===== src/design/bitmap_bit_allocator_top_defines.svh =====
// ----------------------------------------------------------------------------
// bitmap bit allocator assertion macros
// clocked property checks used at the end of the top level
// ----------------------------------------------------------------------------
`ifndef BITMAP_BIT_ALLOCATOR_TOP_DEFINES_SVH
`define BITMAP_BIT_ALLOCATOR_TOP_DEFINES_SVH

// same-cycle implication
`define BBA_ASSERT_SAME(lbl, ante, cons, msg) \
    lbl: assert property (@(posedge i_clk) disable iff (!i_rst_n) (ante) |-> (cons)) \
        else $error(msg);

// next-cycle implication
`define BBA_ASSERT_NEXT(lbl, ante, cons, msg) \
    lbl: assert property (@(posedge i_clk) disable iff (!i_rst_n) (ante) |=> (cons)) \
        else $error(msg);

`endif


===== src/design/bba_pkg.sv =====
// ----------------------------------------------------------------------------
// bba_pkg
// shared types, request codes and sizes of the bitmap bit allocator
// ----------------------------------------------------------------------------
`default_nettype none

package bba_pkg;

    localparam int WORD_COUNT_DEF = 1024;
    localparam int WORD_BITS_DEF  = 32;

    localparam int REQ_W      = 3;
    localparam int START_W    = 10;
    localparam int BIT_W      = 15;
    localparam int DATA_W     = 32;
    localparam int CFG_W      = 16;
    localparam int POS_W      = 6;
    localparam int BYTE_IDX_W = 17;

    localparam logic [CFG_W-1:0] BITS_IN_USE_RST = 16'd32768;

    localparam logic [REQ_W-1:0] REQ_ALLOC_BIT  = 3'd0;
    localparam logic [REQ_W-1:0] REQ_ALLOC_BYTE = 3'd1;
    localparam logic [REQ_W-1:0] REQ_FREE_BIT   = 3'd2;
    localparam logic [REQ_W-1:0] REQ_WRITE_WORD = 3'd3;
    localparam logic [REQ_W-1:0] REQ_READ_WORD  = 3'd4;

    localparam logic ST_OK   = 1'b0;
    localparam logic ST_FAIL = 1'b1;

    typedef struct packed {
        logic [REQ_W-1:0]   req_type;
        logic [START_W-1:0] start_word;
        logic [BIT_W-1:0]   bit_index;
        logic [DATA_W-1:0]  word_value;
    } t_req_item;

    typedef struct packed {
        logic              status;
        logic [BIT_W-1:0]  bit_number;
        logic [DATA_W-1:0] word_data;
    } t_rsp_item;

    typedef enum logic {
        SCAN_BIT,
        SCAN_BYTE
    } t_scan_mode;

    typedef struct packed {
        logic             hit;
        logic [POS_W-1:0] pos;
    } t_scan_hit;

endpackage

`default_nettype wire


===== src/design/bba_scan_unit.sv =====
// ----------------------------------------------------------------------------
// bba_scan_unit
// shared word search: lowest clear bit, or lowest free byte below the byte
// limit, and the word with that bit or byte set
// ----------------------------------------------------------------------------
`default_nettype none

module bba_scan_unit #(
    parameter int WORD_BITS = bba_pkg::WORD_BITS_DEF
) (
    input  bba_pkg::t_scan_mode               i_mode,
    input  logic [WORD_BITS-1:0]              i_word,
    input  logic [bba_pkg::BYTE_IDX_W-1:0]    i_byte_base,
    input  logic [bba_pkg::BYTE_IDX_W-1:0]    i_byte_lim,
    output bba_pkg::t_scan_hit                o_hit,
    output logic [WORD_BITS-1:0]              o_set_word
);

    localparam int BPW = WORD_BITS / 8;

    always_comb begin
        o_hit      = '0;
        o_set_word = i_word;
        if (i_mode == bba_pkg::SCAN_BIT) begin
            for (int i = WORD_BITS - 1; i >= 0; i--) begin
                if (!i_word[i]) begin
                    o_hit.hit = 1'b1;
                    o_hit.pos = bba_pkg::POS_W'(i);
                end
            end
            o_set_word = i_word | (WORD_BITS'(1) << o_hit.pos);
        end else begin
            for (int k = BPW - 1; k >= 0; k--) begin
                if ((i_word[k*8 +: 8] == 8'h00) &&
                    ((i_byte_base + bba_pkg::BYTE_IDX_W'(k)) < i_byte_lim)) begin
                    o_hit.hit = 1'b1;
                    o_hit.pos = bba_pkg::POS_W'(k);
                end
            end
            o_set_word = i_word | (WORD_BITS'(8'hFF) << {o_hit.pos, 3'b000});
        end
    end

endmodule

`default_nettype wire


===== config.mk =====
export PLATFORM = sky130hd
export DESIGN_NAME = bba_scan_unit
export DESIGN_NICKNAME = d
export VERILOG_FILES = /design/src/design/bitmap_bit_allocator_top_defines.svh /design/src/design/bba_pkg.sv /design/src/design/bba_scan_unit.sv
export SDC_FILE = /design/constraint.sdc
export NUM_CORES = 1
export LEC_CHECK = 0
export ABC_AREA = 0
export BUFFER_PORTS_ARGS = -buffer_cell sky130_fd_sc_hd__buf_2
export CAP_MARGIN = 20
export CORE_ASPECT_RATIO = 0.9
export CORE_MARGIN = 10
export CORE_UTILIZATION = 49
export DETAILED_ROUTE_END_ITERATION = 10
export GPL_ROUTABILITY_DRIVEN = 0
export MAX_ROUTING_LAYER = met4
export PLACE_DENSITY = 0.81
export SKIP_LAST_GASP = 1
export SLEW_MARGIN = 20
export SYNTH_ARGS = -nofsm -noshare
export SYNTH_HDL_FRONTEND = slang
export SYNTH_SLANG_ARGS = --single-unit

===== constraint.sdc =====
create_clock -name vclk -period 4.7
set_clock_uncertainty 0.2 [all_clocks]
set_input_delay 0.94 -clock vclk [all_inputs]
set_output_delay 0.94 -clock vclk [all_outputs]
set_load 0.02 [all_outputs]

==> impl_results.md <==
- Core Box Area: just over 6000 um2
- Lkg Pwr: 2.45 nW
- WP data required: 3.56 ns
- Unrepaired setup endpoints after global routing: yes
- DRT antenna net count: 0
- Final period util: 113%
- Layout cell share with drive strength beyond 1: 40.3%
- Nets: 757
- Int Power: 195 uW
- Logic pwr share: 100.0%
- Switching Fraction: 56.2%
- Syn_nets: around 590
- Vert. Die Dim: 96.7 um
- Routed vias/inst: 6.83
- Post-synth top area cell: ha_1
- Non-Filler Instances: around 710
- Startpoint Class: input pin
- Synth cell types: 56
- Average wire per standard cell: 22.4 um
- Crit path DAT: 4.19 ns
- Max-cap viol count: 0
- Register area: 0 um2
- Switching power: 250 uW
- Clk pwr share: 0%
- Inserted Diodes: 0
- First-pass GRT wire length: 22300 um
- Fmax: ~190 MHz
- Die width: 105 um
- Slew margin rel.: 43.6%
- Vias after detailed routing: 4831
- Largest net degree at the start of global routing: 14
- Final wirelength: 15800 um
- Final Hold Viols: 0
- Area Growth Syn to Fin: 54.6%
- Initial drt markers: 546
- Ys Warns: 0
- Synth Area per Inst: about 7.1 um2
- Count leader, synth: ha_1
- Part of the power in registers: 0%
- IO Pins: around 110
- Minimum clock period: ~5.3 ns
- Status: finished, violations left
- DRC violations left: 0
- Max-slew violations: 0
- Vias in the first global route: roughly 4500
- Hpwl dp: 10800 um
- Dpl cell area: between 4000 and 5000 um2
- Pre-CTS WS: -0.523 ns
- Largest fanout on the critical path: 8
- Synth area leaders: ha_1, xnor2_1, a211o_1
- Global Route Usage Sum: 25.8%
- Finished layout cell area: 4950 um2
- Mapped Cells: 452
- VDD IR-drop max: roughly 0.068 mV
- Worst slew pin tran: roughly 0.84 ns
- Die area: 10200 um2
- Remaining Overflow, GRT: 0
- Drt pass-1 iters: 8
- Failing checks: negative setup slack
- Row count: 27
- CP endpoint kind: output pin
- Worst setup path category: in2out
- Initial antenna violation count: 0
- Post-synthesis sequential area ratio: 0%
- Final WS setup: -0.628 ns
- Top cell type's share of synthesized area: 26.6%
- Port Buffers: 105
- Final count of negative-setup-slack endpoints: 35
- Initial core utilization: 51.5%
- Min-delay worst type: in2out
- Sequential cell count: 0
- Synth cell count leaders: ha_1, nand2_1, nor2_1
- Layout clock buffers: 0
- Cell count after placement: around 700
- Cell area after synthesis: 3200 um2
- Worst hold margin: 2.04 ns
- Pwr dens: ~90 nW/um2
## critical path: stages
cell,delay (ns)
buf_8,0.09
buf_4,0.12
ha_1,0.18
nand2_2,0.10
nor2_4,0.14
nand2_1,0.11
xnor2_1,0.22
ha_1,0.32
and3_4,0.22
a221oi_2,0.38
o2111ai_2,0.19
a41oi_2,0.23
buf_4,0.17
nor3b_4,0.05
and2_4,0.20
or3_4,0.37
buf_6,0.14
## cell type report
| class | instances | area (um2) |
|---|---|---|
| multi-input cells | 406 | 3370 |
| repair buffers | 184 | 1360 |
| fillers | 358 | 1260 |
| inverters | 30 | 115 |
| well taps | 87 | 109 |
## power by group through the flow
stage | logic, mW | clock network (mW) | registers (mW)
after floorplan | 0.217 | 0 | 0
after global placement | 0.347 | 0 | 0
after detailed placement | 0.364 | 0 | 0
after CTS | 0.392 | 0 | 0
after global routing | 0.470 | 0 | 0
final | 0.445 | 0 | 0
## what timing repair did
action                                  4_1_cts  5_1_grt
hold buffers                                  0        0
endpoints found under the setup margin       35       35
gates resized for setup                      74       41
pin swaps                                    46       38
setup buffers                                 7        7
## metal layers
metal / up-vias / GRT usage, % / wire, um / share of wire (%)
li1: 2034 / - / - / -
met1: 2184 / 31.2 / 5660 / 36
met2: 448 / 42.6 / 7030 / 44
met3: 165 / 4.83 / 1960 / 12
met4: 0 / 7.13 / 1180 / 7.5
met5: - / - / 0 / 0
## cell families (layout without fill, tap and decap cells)
group	after synthesis	after routing	share of synthesized area (%)
AOI/OAI and AO/OA	113	113	26.5
xor gates and xnor gates	44	44	12.0
adders and majority gates	68	68	26.6
buffers and inverters	46	214	6.02
other	1	1	0.117
and+or+nand+nor	180	180	28.7
## placed cells by master, fill, tap and decap left out, drive strengths merged, types with 8 or more instances in the layout
cell | Yosys | layout
a21oi | 20 | 20
o21ai | 13 | 13
nand4 | 19 | 19
nand2 | 46 | 46
nand3 | 17 | 17
nor3 | 16 | 16
xor2 | 19 | 19
inv | 30 | 30
ha | 68 | 68
a211o | 21 | 21
xnor2 | 25 | 25
a311o | 8 | 8
a21o | 16 | 16
buf | 5 | 183
nor2 | 37 | 37
## per-stage QoR
stage	TNS (ns)	power [mW]	utilization (%)
floorplan	-0.0662	0.217	-
global placement	-12.96	0.347	70.9
detailed placement	-14.19	0.364	70.9
CTS	-9.30	0.392	75.9
global route	-19.58	0.470	79.6
finish	-17.51	0.445	79.6
## path summary, 6_finish.rpt
| check | endpoint | from | cells past startpoint | slack, ns |
|---|---|---|---|---|
| worst max-delay path | o_set_word[19] | i_byte_base[1] | 17 | -0.63 |
| worst min-delay path | o_set_word[12] | i_word[12] | 3 | 2.04 |
(Power assumes the default switching activity.)
